[src/design/smpd_pkg.sv]
`timescale 1ns / 1ps
// smpd_pkg: shared types and codes for the serial mouse packet decoder.
// No dependencies; used by smpd_assembler and serial_mouse_packet_decoder.
package smpd_pkg;

  // Input commands
  localparam logic CMD_BYTE = 1'b0;
  localparam logic CMD_TICK = 1'b1;

  // Event kinds
  localparam logic [1:0] EV_MOVE    = 2'd0;
  localparam logic [1:0] EV_PRESS   = 2'd1;
  localparam logic [1:0] EV_RELEASE = 2'd2;

  // Button indexes
  localparam logic BTN_LEFT  = 1'b0;
  localparam logic BTN_RIGHT = 1'b1;

  // Configuration register indexes
  localparam logic CFG_ENABLE  = 1'b0;
  localparam logic CFG_TIMEOUT = 1'b1;

  // Reset values of the configuration registers
  localparam logic       ENABLE_RST  = 1'b0;
  localparam logic [7:0] TIMEOUT_RST = 8'd2;

  localparam logic [7:0] IDLE_MAX   = 8'hff;
  localparam int         NUM_SLOTS  = 3;

  typedef struct packed {
    logic       command;
    logic [7:0] rx_byte;
  } in_t;

  typedef struct packed {
    logic [1:0]        event_kind;
    logic              button_index;
    logic signed [7:0] delta_x;
    logic signed [7:0] delta_y;
    logic              last;
  } out_t;

  // Events caused by one item: slot 0 move, slot 1 left, slot 2 right.
  typedef struct packed {
    logic [NUM_SLOTS-1:0]       mask;
    out_t [NUM_SLOTS-1:0]       evt;
  } bundle_t;

  typedef struct packed {
    logic       enable;
    logic [7:0] timeout_ticks;
  } cfg_t;

endpackage

[src/design/smpd_assembler.sv]
`timescale 1ns / 1ps
// smpd_assembler: packet assembly state and decode of one item into events.
// Depends on smpd_pkg.
module smpd_assembler (
  input  logic             clk,
  input  logic             rst_n,
  input  smpd_pkg::cfg_t   cfg,
  input  smpd_pkg::in_t    item,
  input  logic             commit,
  output smpd_pkg::bundle_t bundle
);

  logic [6:0] pkt_r [2];
  logic [6:0] pkt_nxt_val;
  logic       pkt_we;
  logic       pkt_idx;
  logic [1:0] count_r, count_nxt;
  logic [7:0] idle_r, idle_nxt;
  logic       left_r, left_nxt;
  logic       right_r, right_nxt;

  logic [6:0] byte7;
  logic [1:0] cnt;
  logic       decode;
  logic [6:0] b0, b1;
  logic       mv, lchg, rchg;

  always_comb begin
    byte7       = item.rx_byte[6:0];
    b0          = pkt_r[0];
    b1          = pkt_r[1];
    count_nxt   = count_r;
    idle_nxt    = idle_r;
    left_nxt    = left_r;
    right_nxt   = right_r;
    pkt_we      = 1'b0;
    pkt_idx     = 1'b0;
    pkt_nxt_val = byte7;
    decode      = 1'b0;
    cnt         = (count_r == 2'd3) ? 2'd0 : count_r;
    if (idle_r > cfg.timeout_ticks || byte7[6]) begin
      cnt = 2'd0;
    end

    if (item.command == smpd_pkg::CMD_TICK) begin
      if (idle_r != smpd_pkg::IDLE_MAX) begin
        idle_nxt = idle_r + 8'd1;
      end
    end else if (cfg.enable) begin
      idle_nxt = 8'd0;
      if (cnt < 2'd2) begin
        pkt_we    = 1'b1;
        pkt_idx   = cnt[0];
        count_nxt = cnt + 2'd1;
      end else begin
        count_nxt = 2'd0;
        decode    = 1'b1;
      end
    end

    mv   = decode && (b1 != 7'd0 || byte7 != 7'd0);
    lchg = decode && (b0[5] != left_r);
    rchg = decode && (b0[4] != right_r);
    if (lchg) left_nxt  = b0[5];
    if (rchg) right_nxt = b0[4];

    bundle.mask = {rchg, lchg, mv};

    bundle.evt[0].event_kind   = smpd_pkg::EV_MOVE;
    bundle.evt[0].button_index = smpd_pkg::BTN_LEFT;
    bundle.evt[0].delta_x      = {b0[1], b0[0] | b1[6], b1[5:0]};
    bundle.evt[0].delta_y      = {b0[3], b0[2] | byte7[6], byte7[5:0]};
    bundle.evt[0].last         = !lchg && !rchg;

    bundle.evt[1].event_kind   = b0[5] ? smpd_pkg::EV_PRESS : smpd_pkg::EV_RELEASE;
    bundle.evt[1].button_index = smpd_pkg::BTN_LEFT;
    bundle.evt[1].delta_x      = 8'sd0;
    bundle.evt[1].delta_y      = 8'sd0;
    bundle.evt[1].last         = !rchg;

    bundle.evt[2].event_kind   = b0[4] ? smpd_pkg::EV_PRESS : smpd_pkg::EV_RELEASE;
    bundle.evt[2].button_index = smpd_pkg::BTN_RIGHT;
    bundle.evt[2].delta_x      = 8'sd0;
    bundle.evt[2].delta_y      = 8'sd0;
    bundle.evt[2].last         = 1'b1;
  end

  always_ff @(posedge clk) begin
    if (!rst_n) begin
      count_r <= 2'd0;
      idle_r  <= 8'd0;
      left_r  <= 1'b0;
      right_r <= 1'b0;
    end else if (commit) begin
      count_r <= count_nxt;
      idle_r  <= idle_nxt;
      left_r  <= left_nxt;
      right_r <= right_nxt;
    end
  end

  // Packet bytes: no reset, an entry is read only after it was written
  always_ff @(posedge clk) begin
    if (commit && pkt_we) begin
      pkt_r[pkt_idx] <= pkt_nxt_val;
    end
  end

endmodule

[src/design/serial_mouse_packet_decoder.sv]
`timescale 1ns / 1ps
// serial_mouse_packet_decoder: top level of the serial mouse packet decoder.
// Depends on smpd_pkg and smpd_assembler.
//
//  channel | direction | handshake           | payload
//  --------+-----------+---------------------+---------------------------
//  in_     | input     | in_valid / in_stall | smpd_pkg::in_t (cmd, byte)
//  out_    | output    | out_valid/out_stall | smpd_pkg::out_t (one event)
//  cfg_    | input     | cfg_valid/cfg_ready | 1-bit index, 8-bit data
//
// An accepted transaction waits in the input register, is decoded in one
// pass and its events (0 to 3) are held in the event buffer.
// The output register drains one event per cycle while out_stall is low,
// and it is the limit: a new bundle loads as the last event leaves.
// Reset (rst_n low, synchronous) empties every stage and clears the state.
// A stalled output keeps its event; the buffer and input register back up
// behind it, and in_stall rises only once the input register cannot move.
module serial_mouse_packet_decoder (
  input  logic           clk,
  input  logic           rst_n,
  input  logic           in_valid,
  output logic           in_stall,
  input  smpd_pkg::in_t  in_data,
  output logic           out_valid,
  input  logic           out_stall,
  output smpd_pkg::out_t out_data,
  input  logic           cfg_valid,
  output logic           cfg_ready,
  input  logic           cfg_index,
  input  logic [7:0]     cfg_data
);

  smpd_pkg::cfg_t    cfg_r;
  logic              in_valid_r;
  smpd_pkg::in_t     in_data_r;
  smpd_pkg::bundle_t bundle;
  logic [smpd_pkg::NUM_SLOTS-1:0] pend_r, pend_nxt;
  smpd_pkg::out_t [smpd_pkg::NUM_SLOTS-1:0] evt_r;
  logic              out_valid_r;
  smpd_pkg::out_t    out_data_r, sel_evt;
  logic [smpd_pkg::NUM_SLOTS-1:0] sel_bit;
  logic              out_load, buf_free, commit, in_take;

  // Configuration registers: always ready
  assign cfg_ready = 1'b1;

  always_ff @(posedge clk) begin
    if (!rst_n) begin
      cfg_r.enable        <= smpd_pkg::ENABLE_RST;
      cfg_r.timeout_ticks <= smpd_pkg::TIMEOUT_RST;
    end else if (cfg_valid && cfg_ready) begin
      case (cfg_index)
        smpd_pkg::CFG_ENABLE:  cfg_r.enable        <= cfg_data[0];
        smpd_pkg::CFG_TIMEOUT: cfg_r.timeout_ticks <= cfg_data;
        default: ;
      endcase
    end
  end

  // Pick the oldest pending event: move, then left, then right
  always_comb begin
    sel_bit = '0;
    sel_evt = evt_r[0];
    if (pend_r[0]) begin
      sel_bit = 3'b001;
      sel_evt = evt_r[0];
    end else if (pend_r[1]) begin
      sel_bit = 3'b010;
      sel_evt = evt_r[1];
    end else if (pend_r[2]) begin
      sel_bit = 3'b100;
      sel_evt = evt_r[2];
    end
  end

  // Advance an event whenever the output register is empty or being taken
  assign out_load = (pend_r != '0) && (!out_valid_r || !out_stall);
  // Buffer can take a new bundle when it ends empty this cycle
  assign buf_free = (pend_r == '0) || ($onehot(pend_r) && out_load);
  assign commit   = in_valid_r && buf_free;
  assign in_take  = !in_valid_r || commit;
  assign in_stall = !in_take;

  smpd_assembler u_asm (
    .clk    (clk),
    .rst_n  (rst_n),
    .cfg    (cfg_r),
    .item   (in_data_r),
    .commit (commit),
    .bundle (bundle)
  );

  always_comb begin
    pend_nxt = pend_r;
    if (out_load) begin
      pend_nxt = pend_r & ~sel_bit;
    end
    if (commit) begin
      pend_nxt = bundle.mask;
    end
  end

  always_ff @(posedge clk) begin
    if (!rst_n) begin
      in_valid_r  <= 1'b0;
      pend_r      <= '0;
      out_valid_r <= 1'b0;
    end else begin
      if (in_take) begin
        in_valid_r <= in_valid;
      end
      pend_r <= pend_nxt;
      if (out_load) begin
        out_valid_r <= 1'b1;
      end else if (!out_stall) begin
        out_valid_r <= 1'b0;
      end
    end
  end

  // Payload registers: no reset
  always_ff @(posedge clk) begin
    if (in_take) begin
      in_data_r <= in_data;
    end
    if (commit) begin
      evt_r <= bundle.evt;
    end
    if (out_load) begin
      out_data_r <= sel_evt;
    end
  end

  assign out_valid = out_valid_r;
  assign out_data  = out_data_r;

  // A new bundle only lands on a buffer that is empty or down to its last event
  a_commit_free: assert property (@(posedge clk) disable iff (!rst_n)
    commit |-> (pend_r == '0 || $onehot(pend_r)))
    else $error("bundle loaded over pending events");

  // Ticks never cause events
  a_tick_silent: assert property (@(posedge clk) disable iff (!rst_n)
    (in_valid_r && in_data_r.command == smpd_pkg::CMD_TICK) |-> bundle.mask == '0)
    else $error("tick produced events");

  // Button events carry no motion; moves carry button index BTN_LEFT
  a_button_zero: assert property (@(posedge clk) disable iff (!rst_n)
    (out_valid_r && out_data_r.event_kind != smpd_pkg::EV_MOVE) |->
      (out_data_r.delta_x == 8'sd0 && out_data_r.delta_y == 8'sd0))
    else $error("button event with motion");

  a_move_btn: assert property (@(posedge clk) disable iff (!rst_n)
    (out_valid_r && out_data_r.event_kind == smpd_pkg::EV_MOVE) |->
      out_data_r.button_index == smpd_pkg::BTN_LEFT)
    else $error("move event with button index");

endmodule

[config.mk]
export PLATFORM = sky130hd
export DESIGN_NAME = serial_mouse_packet_decoder
export DESIGN_NICKNAME = d
export VERILOG_FILES = /design/src/design/smpd_pkg.sv /design/src/design/smpd_assembler.sv /design/src/design/serial_mouse_packet_decoder.sv
export SDC_FILE = /design/constraint.sdc
export NUM_CORES = 1
export LEC_CHECK = 0
export BUFFER_PORTS_ARGS = -buffer_cell sky130_fd_sc_hd__buf_2
export CORE_MARGIN = 4
export CORE_UTILIZATION = 55
export DETAILED_ROUTE_END_ITERATION = 10
export HOLD_SLACK_MARGIN = 0.03
export PLACE_DENSITY = 0.75
export RECOVER_POWER = 50
export SYNTH_ARGS = -nofsm -noshare
export SYNTH_HDL_FRONTEND = slang
export SYNTH_SLANG_ARGS = --single-unit
[constraint.sdc]
create_clock -name clk -period 6.6 [get_ports clk]
set_input_delay 1.32 -clock clk [delete_from_list [all_inputs] [get_ports clk]]
set_output_delay 1.32 -clock clk [all_outputs]
set_load 0.01 [all_outputs]
==> results of run 1 <==
[kinds of logic after synthesis]
logic type	count (synthesis)	synth area share, %
other	1	0.104
adder cells (fa/ha/maj)	10	3.69
AND/OR/NAND/NOR	97	14.4
buffers and inverters	25	3.13
AO/OA/AOI/OAI	52	10.2
multiplexers	3	0.835
XOR/XNOR	2	0.487
flip-flops	89	67.1
[cell type report]
class                           count  area (µm²)
Sequential cell                    89        2410
Fill cell                         500        2290
Multi-Input combinational cell    165        1070
Tap cell                           77        96.3
Clock inverter                      7        65.1
Inverter                           16        60.1
Timing Repair Buffer               45         225
Clock buffer                        9         124
[cells in the final DEF (no fill, tap or decap), types with 2 or more instances in the layout]
cell type  Yosys  layout
nand2b_1       4       4
a22oi_1        3       3
nor4_1         3       3
clkbuf_1       6       2
inv_1         16      16
nand4_1        4       4
and2_1        18       6
and3_1         3       3
nor3b_1        3       3
ha_1           9       9
xor2_1         2       2
mux2i_1        3       3
or3_1          5       5
nand2_1       21      21
and2_0         0      12
buf_2          0      42
or2_2          2       2
edfxtp_1      63      63
a31o_2         2       2
inv_6          0       3
nor2b_1        4       4
a21oi_1       26      26
inv_8          0       2
dfxtp_1       26      26
nor2_1        12      11
o21ai_0        6       6
nand3_1       16      16
o21a_1         4       4
clkbuf_8       0       9
[state kept, by name, indices dropped and copies added, names as in the netlist]
signal / cells
cfg_r: 9
pend_r: 3
u_asm.idle_r: 8
u_asm.count_r: 2
in_data_r: 8
u_asm.left_r: 1
u_asm.pkt_r: 13
out_valid: 1
evt_r: 22
out_data: 20
u_asm.right_r: 1
in_valid_r: 1
[stage by stage]
| stage | cells | util [%] |
|---|---|---|
| after CTS | 408 | 64.0 |
| after detailed placement | 392 | 61.0 |
| after floorplan | 279 | - |
| after global placement | 392 | 61.0 |
| final | 408 | 63.9 |
| after global routing | 408 | 63.9 |
[path summary, 6_finish.rpt]
kind                                                    end  slack (ps)  depth (start not counted)
worst max-delay path                               in_stall        2840                          6
worst min-delay path                    evt_r[16]$_DFFE_PP_         420                          0
worst max register to register  u_asm.pkt_r[1][6]$_DFFE_PP_        4010                          4
worst min register to register          evt_r[16]$_DFFE_PP_         420                          0
[routing by layer]
metal / GRT usage, % / vias to the layer above
met5: 0 / -
met4: 8.52 / 0
met3: 3.45 / 12
met2: 27.7 / 58
met1: 20.5 / 1031
li1: - / 1111
[where the power goes]
group          internal [mW]  switching (mW)
clock                  0.147           0.205
sequential             0.624          0.0128
combinational         0.0273          0.0429
[cells in the mapped netlist, drive strengths merged (2+ instances only)]
cell type and instances:
a22oi 3, edfxtp 63, buf 3, nor2b 4, nand2 21, dfxtp 26
a31o 3, ha 9, or3 5, xor2 2, nor4 3, a21oi 26
nand4 4, clkbuf 6, inv 16, and3 3, a2111oi 2, and2 18
o21ai 6, mux2i 3, nor2 12, nor3b 3, nand2b 4, or2 2
o21a 4, nand3 16
==> reports/summary.txt, run 1 <==
CTS Hold Buffers Added -> 0
highest routed layer -> met4
share of layout cells above drive strength 1 -> 20.8%
CP max stage delay -> 330 ps
Area Growth Syn to Fin -> 12.8%
WHS -> 425 ps
Required @ worst endpoint -> 5280 ps
Hold Path Class -> register to register
Longest Clk Path Bufs -> 2
Overall Global Routing Usage -> 16.7%
net count reported at finish -> 359
routed vias -> 2212
final setup fails -> 0
Final WS setup -> 2840 ps
Post-synth EDFFs -> 63
First-pass DRT Iterations -> 4
largest net degree at the start of global routing -> 25
chip height -> 88.9 µm
clock-pin slew on the worst setup and hold paths -> 90 ps
WL per Instance -> 14.0 µm
CP cell instances -> buf_2 -> nand2_1 -> a31oi_1 -> nand2_1 -> inv_1 -> buf_2
max_cap viols -> 0
grt total ovfl -> 0
Area contributors post-synth -> edfxtp_1 (53%), dfxtp_1 (14%), a21oi_1 (3.6%), and2_1 (3.1%), ha_1 (3.1%)
Post-DRT Antenna Nets -> 0
crit path kind -> input port to output port
Synthesized Nets -> 312
Power per Cell Area -> 261 mW/mm²
Initial Utilization -> 56.6%
worst-margin pin slew -> 1030 ps
H-tree depth -> 3
Detailed Route Iter0 Violations -> 110
CP endpoint kind -> output port
Post-Syn Area -> 0.00360 mm²
die area -> 0.00790 mm²
area leader, netlist -> edfxtp_1
Worst-Skew Late Latency -> 360 ps
DRT met1 WL -> 2380 µm
Critical-path top delay cell -> nand2_1
setup TNS -> 0 ps
TritonCTS clock tree -> yes
total CTS buffers -> 9
Tot Pwr -> 1.06 mW
Top delay family on crit path -> simple AND/OR/NAND/NOR gates
Hold Fails Final Rpt -> 0
Place WS -> 2840 ps
core area -> 0.00635 mm²
Worst R2R Start -> pend_r[0]$_SDFFE_PN0P_
FMAX -> 266 MHz
number of global-route vias before repair -> 2129
PostCTS Resize Cnt -> 0
CP Launch Type -> input port
number of setup buffers added after CTS -> 0
root buffer cell -> clkbuf_8
leakage power -> 1.49 nW
Site Rows -> 29
crit path DAT -> 2440 ps
unrepaired setup endpoints after global routing -> no
Antenna diodes -> 0
yosys warns -> 0
Post-DP Area -> 0.00387 mm²
Mapped Cells -> 279
Min-Delay Startpoint -> u_asm.pkt_r[0][1]$_DFFE_PP_
unique cell type count in the Yosys netlist -> 41
Synth Area per Inst -> 12.9 µm²
Die W -> 88.9 µm
Placer Congestion -> 0.781
Post-Layout Inst Area -> 0.00406 mm²
fin crit period -> 3760 ps
met2 wire len -> 2880 µm
WP buf/inv -> 3
register bit total from synthesis -> 89
crit path launch -> out_stall
Rel. slew slack -> 31.3%
crit share post-route -> 57.0%
initial antenna violation count -> 0
status -> complete, no violations
Final HPWL DP -> 4190 µm
post-synth top area share -> 52.6%
clock skew -> 12.9 ps
Top FF cell, synth -> edfxtp_1
total wire length -> 5720 µm
global-route wire length before repair -> 9870 µm
maximum vdd drop -> 0.000166 V
Vias per Instance -> 5.42
TritonCTS Sinks -> 89
# DRC -> 0
register area share after synthesis -> 67.1%
Port Buffers -> 43
async set-reset flop share out of synthesis -> 0%
Crit Path Max Fanout -> 9
Slew Viols, Final -> 0
Ports -> 46
DR WL met3 -> 323 µm
(Power assumes the default switching activity.)
==> run 2: changes to the inputs <==
clock period = 3.68 ns   (was 6.6 ns; I/O delays follow)
==> run 2 against run 1 <==
Final cell count unchanged. Design area decreased by 0.65%. Utilization decreased by 0.41 points. Sequential share of layout area increased by 0.39 points. Largest power group unchanged. Die area unchanged. Sequential power increased by 79%. Setup slack got worse by 2200 ps. Wire length increased by 5.9%. Clock skew decreased by 4.5 ps. Sequential cell count unchanged.
==> reports/summary.txt, run 2 (synthesis gave the netlist of run 1 again) <==
status -> complete, no violations
Ports -> 46 (unchanged)
crit share post-route -> 82.4%
Top reg by flops -> evt_r
global-route wire length before repair -> 9920 µm (+0.49%)
Hold Fails Final Rpt -> 0 (unchanged)
crit path DAT -> 2300 ps (-140 ps)
leakage power -> 1.46 nW (-2.4%)
Overall Global Routing Usage -> 17.1% (+0.48 points)
Die W -> 88.9 µm (unchanged)
initial antenna violation count -> 0 (unchanged)
setup TNS -> 0 ps (unchanged)
number of setup buffers added after CTS -> 0 (unchanged)
Fill cells -> 474 (-5.2%)
net count reported at finish -> 359 (unchanged)
Rel. slew slack -> 28.7% (-2.6 points)
fin crit period -> 3030 ps
Longest Clk Path Bufs -> 2 (unchanged)
grt total ovfl -> 0 (unchanged)
TritonCTS clock tree -> yes
Post-DP Area -> 0.00387 mm² (unchanged)
PostCTS Resize Cnt -> 0 (unchanged)
worst-margin pin slew -> 1070 ps (+38.9 ps)
Tot Pwr -> 1.91 mW (+80%)
final setup fails -> 0 (unchanged)
Placer Congestion -> 0.820 (+5.0%)
routed vias -> 2186 (-1.2%)
CP endpoint kind -> output port
Port Buffers -> 43 (unchanged)
max_cap viols -> 0 (unchanged)
unrepaired setup endpoints after global routing -> no
Switch Pwr -> 480 µW (+84%)
TritonCTS Sinks -> 89 (unchanged)
# DRC -> 0 (unchanged)
Vias per Instance -> 5.36 (-1.2%)
Largest register FFs -> 22 (unchanged)
Net Sw Frac -> 25.1% (+0.52 points)
crit path kind -> register to output port
internal power -> 1.43 mW (+79%)
WL per Instance -> 14.9 µm (+5.9%)
maximum vdd drop -> 0.000271 V (+63%)
Hold Path Class -> register to register
Final WS setup -> 648 ps (-2190 ps)
Initial Utilization -> 56.6% (unchanged)
combinational share of power -> 6.6% (about the same)
Detailed Route Iter0 Violations -> 111 (+0.91%)
Antenna diodes -> 0 (unchanged)
Slew Viols, Final -> 0 (unchanged)
FF/Latch Area -> 0.00241 mm² (unchanged)
First-pass DRT Iterations -> 4 (unchanged)
sequential power share -> 59.8% (-0.4 points)
total wire length -> 6060 µm (+5.9%)
H-tree depth -> 3 (unchanged)
largest net degree at the start of global routing -> 21 (-16%)
core area -> 0.00635 mm² (unchanged)
FMAX -> 330 MHz
root buffer cell -> clkbuf_8
Post-DRT Antenna Nets -> 0 (unchanged)
commonest non-fill, non-tap cell in the layout -> edfxtp_1
leading cell types in the layout, fill and taps excluded -> edfxtp_1 (63), buf_2 (28), a21oi_1 (26), dfxtp_1 (26), nand2_1 (21)
Worst-Skew Late Latency -> 360 ps (about the same)
total CTS buffers -> 9 (unchanged)
Area Growth Syn to Fin -> 12.1%
CTS Hold Buffers Added -> 0 (unchanged)
Power per Cell Area -> 474 mW/mm² (+82%)
Place WS -> 970 ps (-1870 ps)
share of layout cells above drive strength 1 -> 16.3% (-4.5 points)
Crit Path Max Fanout -> 11 (+2)
CP Launch Type -> register
clock-pin slew on the worst setup and hold paths -> 90 ps (about the same)
multi-input combinational cell area -> 0.00106 mm² (-1.0%)
Required @ worst endpoint -> 2940 ps (-2340 ps)
number of global-route vias before repair -> 2162 (+1.6%)
chip height -> 88.9 µm (unchanged)
Clock Power Share -> 33.6% (+0.4 points)
die area -> 0.00790 mm² (unchanged)
Post-Layout Inst Area -> 0.00403 mm² (-0.65%)
clock skew -> 8.36 ps (-4.51 ps)
Site Rows -> 29 (unchanged)
Final HPWL DP -> 4340 µm (+3.8%)
run 2: changes by cell type in the layout (fill, tap and decap cells not counted), moves of 2 or more:
cell	change
inv_6	-2
clkbuf_1	+14
buf_2	-14
and2_1	+12
and2_0	-12
run 2: path summary, 6_finish.rpt:
kind | from | end | slack [ps] | cells after the start
worst max-delay path | pend_r[1]$_SDFFE_PN0P_ | in_stall | 650 | 5
worst min-delay path | u_asm.pkt_r[0][1]$_DFFE_PP_ | evt_r[16]$_DFFE_PP_ | 430 | 0
worst max register to register | pend_r[1]$_SDFFE_PN0P_ | u_asm.pkt_r[1][6]$_DFFE_PP_ | 1100 | 4
worst min register to register | u_asm.pkt_r[0][1]$_DFFE_PP_ | evt_r[16]$_DFFE_PP_ | 430 | 0
run 2: per-layer routing:
| metal | up-vias | global-route usage (%) | part of all wire (%) |
|---|---|---|---|
| li1 | 1114 | - | - |
| met1 | 1015 | 20.1 | 43 |
| met2 | 48 | 29.0 | 50 |
| met3 | 9 | 5.31 | 4.7 |
| met4 | 0 | 7.28 | 1.7 |
| met5 | - | 0 | 0 |
run 2: stage by stage:
stage,hold WS [ps],utilization (%),instances
3_5_place_dp,427,61.0,392
3_3_place_gp,402,61.0,392
5_1_grt,463,63.5,408
6_report,428,63.5,408
4_1_cts,431,64.0,408
2_1_floorplan,400,-,279
run 2: cell type report:
class,count,area share (%)
clock buffer,9,3.07
clock inverter,7,1.68
inverter,16,1.49
multi-input combinational,165,26.4
sequential,89,59.9
tap,77,2.39
timing repair buffer,45,5.15
run 2: power by group through the flow:
| stage | clock, mW | sequential, mW | combinational (mW) |
|---|---|---|---|
| 3_5_place_dp | 0 | 1.16 | 0.131 |
| 3_3_place_gp | 0 | 1.16 | 0.126 |
| 2_1_floorplan | 0 | 1.16 | 0.0822 |
| 4_1_cts | 0.655 | 1.14 | 0.132 |
| 5_1_grt | 0.699 | 1.15 | 0.143 |
| 6_report | 0.642 | 1.14 | 0.126 |
run 2: worst max-delay path: stages, from the launching register on:
cell and delay (ps):
dfxtp_1 570, fa_1 520, a31oi_1 230, nand2_1 330, inv_1 150, buf_2 140
==> run 3: changes to the inputs <==
ABC_AREA = 1   (was default)
CORE_UTILIZATION = 51   (was 55)
PLACE_DENSITY = 0.74   (was 0.75)
clock period = 2.6 ns   (was 3.68 ns; I/O delays follow)
==> run 3 against run 2 <==
Sequential cell count unchanged. Utilization down 3.8 points. First-iteration DRC count fell by 4.5%. Area after synthesis decreased by 1.4%. Largest cell class unchanged. Combinational power increased by 66%. Via count grew 1.5%. Register-to-register slack worse by 500 ps. Highest routed layer unchanged. Critical path type unchanged. Hold slack lost 89 ps. Setup slack lost 360 ps.
==> reports/summary.txt, run 3 <==
R2R depth -> 8 (+4)
Switch Pwr -> 696 µW (+45%)
fin util -> 59.6% (-3.8 points)
Post-DRT Antenna Nets -> 0 (unchanged)
Antenna diodes -> 0 (unchanged)
worst-margin pin slew -> 724 ps (-345 ps)
Required @ worst endpoint -> 2080 ps (-860 ps)
most frequent cell after synthesis -> edfxtp_1
Synthesized Nets -> 345 (+11%)
Crit Path Max Fanout -> 7 (-4)
Mapped Cells -> 312 (+12%)
Tot Pwr -> 2.74 mW (+43%)
Place WS -> 606 ps (-364 ps)
Clock Power Share -> 32.8% (-0.8 points)
number of setup buffers added after CTS -> 0 (unchanged)
FMAX -> 433 MHz
register bit total from synthesis -> 89 (unchanged)
internal reg-to-reg setup slack -> 600 ps (-500 ps)
Placer Congestion -> 0.806 (-1.7%)
Area contributors post-synth -> edfxtp_1 (53%), dfxtp_1 (15%), inv_1 (5.0%), nand2_1 (4.2%), nor2_1 (3.6%)
yosys warns -> 0 (unchanged)
Post-synth top cells -> edfxtp_1 (63), inv_1 (47), nand2_1 (40), nor2_1 (34), dfxtp_1 (26)
largest net degree at the start of global routing -> 28 (+33%)
First-pass DRT Iterations -> 4 (unchanged)
Final WS setup -> 293 ps (-355 ps)
Top delay family on crit path -> flip-flops
status -> complete, no violations
WP buf/inv -> 1 (-1)
maximum vdd drop -> 0.000340 V (+26%)
# DRC -> 0 (unchanged)
crit path kind -> register to output port
Site Rows -> 30 (+3.4%)
async set-reset flop share out of synthesis -> 0% (unchanged)
clock skew -> 10.1 ps (+1.78 ps)
setup TNS -> 0 ps (unchanged)
total CTS buffers -> 9 (unchanged)
Slew Viols, Final -> 0 (unchanged)
clock-pin slew on the worst setup and hold paths -> 90 ps (about the same)
Post-synth EDFFs -> 63 (unchanged)
Largest register FFs -> 22 (unchanged)
multi-input combinational cell area -> 917 µm² (-14%)
CTS Hold Buffers Added -> 0 (unchanged)
Power per Cell Area -> 680 mW/mm² (+43%)
FF/Latch Area -> 0.00241 mm² (unchanged)
max_cap viols -> 0 (unchanged)
PostCTS Resize Cnt -> 0 (unchanged)
Initial Utilization -> 52.5% (-4.2 points)
CP Depth -> 5 (unchanged)
unique cell type count in the Yosys netlist -> 33 (-20%)
Hold Fails Final Rpt -> 0 (unchanged)
Longest Clk Path Bufs -> 2 (unchanged)
CP Launch Type -> register
unrepaired setup endpoints after global routing -> no
CP cell instances -> fa_1 -> nand3b_1 -> nand2_2 -> nor2_1 -> buf_2
chip height -> 91.4 µm (+2.8%)
commonest non-fill, non-tap cell in the layout -> edfxtp_1
TritonCTS clock tree -> yes
Rel. slew slack -> 51.7% (+23 points)
Overall Global Routing Usage -> 14.1% (-3.1 points)
Critical-path top delay cell -> dfxtp_1
crit share post-route -> 88.7%
leakage power -> 1.62 nW (+11%)
routed vias -> 2219 (+1.5%)
Worst-Skew Late Latency -> 350 ps (about the same)
core area -> 0.00676 mm² (+6.4%)
leading cell types in the layout, fill and taps excluded -> edfxtp_1 (63), inv_1 (47), nand2_1 (40), nor2_1 (35), dfxtp_1 (26)
sequential power share -> 59.5% (-0.3 points)
area leader, netlist -> edfxtp_1
register area share after synthesis -> 68.1% (+0.97 points)
post-synth top area share -> 53.4% (+0.76 points)
share of layout cells above drive strength 1 -> 14.9% (-1.4 points)
Final HPWL DP -> 4020 µm (-7.5%)
WHS -> 339 ps (-88.6 ps)
Detailed Route Iter0 Violations -> 106 (-4.5%)
initial antenna violation count -> 0 (unchanged)
Ports -> 46 (unchanged)
WL per Instance -> 12.2 µm (-18%)
Top FF cell, synth -> edfxtp_1
grt total ovfl -> 0 (unchanged)
TritonCTS Sinks -> 89 (unchanged)
Top reg by flops -> evt_r
global-route wire length before repair -> 9110 µm (-8.1%)
CP max stage delay -> 480 ps (-90 ps)
Net Sw Frac -> 25.4% (+0.28 points)
Vias per Instance -> 4.93 (-8.0%)
Area Growth Syn to Fin -> 13.7%
Die W -> 91.4 µm (+2.8%)
final setup fails -> 0 (unchanged)
CP endpoint kind -> output port
die area -> 0.00835 mm² (+5.7%)
total wire length -> 5500 µm (-9.2%)
fin crit period -> 2310 ps
root buffer cell -> clkbuf_8
Fill cells -> 563 (+19%)
combinational share of power -> 7.6% (+1.0 points)
internal power -> 2.04 mW (+43%)
Port Buffers -> 43 (unchanged)
Hold Path Class -> input port to register
number of global-route vias before repair -> 2085 (-3.6%)
net count reported at finish -> 398 (+11%)
H-tree depth -> 3 (unchanged)
crit path DAT -> 1790 ps (-510 ps)
Post-Syn Area -> 0.00354 mm² (-1.4%)
Synth Area per Inst -> 11.4 µm² (-12%)
hold path depth -> 1 (+1)
-- run 3: cell families (layout without fill, tap and decap cells) --
group	count (synthesis)	in the layout	share of synthesized area, %
AOI/OAI and AO/OA	41	41	6.39
buffers and inverters	55	113	6.00
and+or+nand+nor	110	110	14.2
other	1	1	0.106
DFF	89	89	68.1
adders and majority gates	10	10	3.74
xor gates and xnor gates	6	6	1.48
-- run 3: path summary, 6_finish.rpt --
path	startpoint	endpoint
setup / recovery	pend_r[0]$_SDFFE_PN0P_	in_stall
hold / removal	in_data[8]	in_data_r[8]$_DFFE_PN_
setup reg to reg	pend_r[0]$_SDFFE_PN0P_	u_asm.pkt_r[1][3]$_DFFE_PP_
hold reg to reg	u_asm.pkt_r[0][3]$_DFFE_PP_	evt_r[8]$_DFFE_PP_
-- run 3: cell type report --
type | instances | area share (%)
clock inverters | 7 | 1.80
inverters | 51 | 4.81
multi-input cells | 168 | 22.8
repair buffers | 46 | 5.22
flip-flops and latches | 89 | 59.9
clock buffers | 9 | 3.07
well taps | 80 | 2.48
-- run 3: power groups by stage --
| stage | clock [mW] | combinational [mW] | sequential (mW) |
|---|---|---|---|
| floorplan | 0 | 0.127 | 1.67 |
| global placement | 0 | 0.211 | 1.66 |
| detailed placement | 0 | 0.219 | 1.66 |
| CTS | 0.923 | 0.220 | 1.63 |
| global route | 0.972 | 0.240 | 1.64 |
| finish | 0.899 | 0.209 | 1.63 |
-- run 3: stage by stage --
step / area (µm²) / instances
finish: 4030 / 450
global route: 4030 / 450
CTS: 4060 / 450
detailed placement: 3860 / 434
global placement: 3860 / 434
floorplan: 3540 / 312
-- run 3: layer usage --
layer  share of wire (%)  track usage (%)  vias to the layer above
li1                    -                -                     1154
met2                  50             24.4                       50
met5                   0                0                        -
met4                 2.0             7.79                        0
met1                  44             15.5                     1005
met3                 4.1             3.81                       10
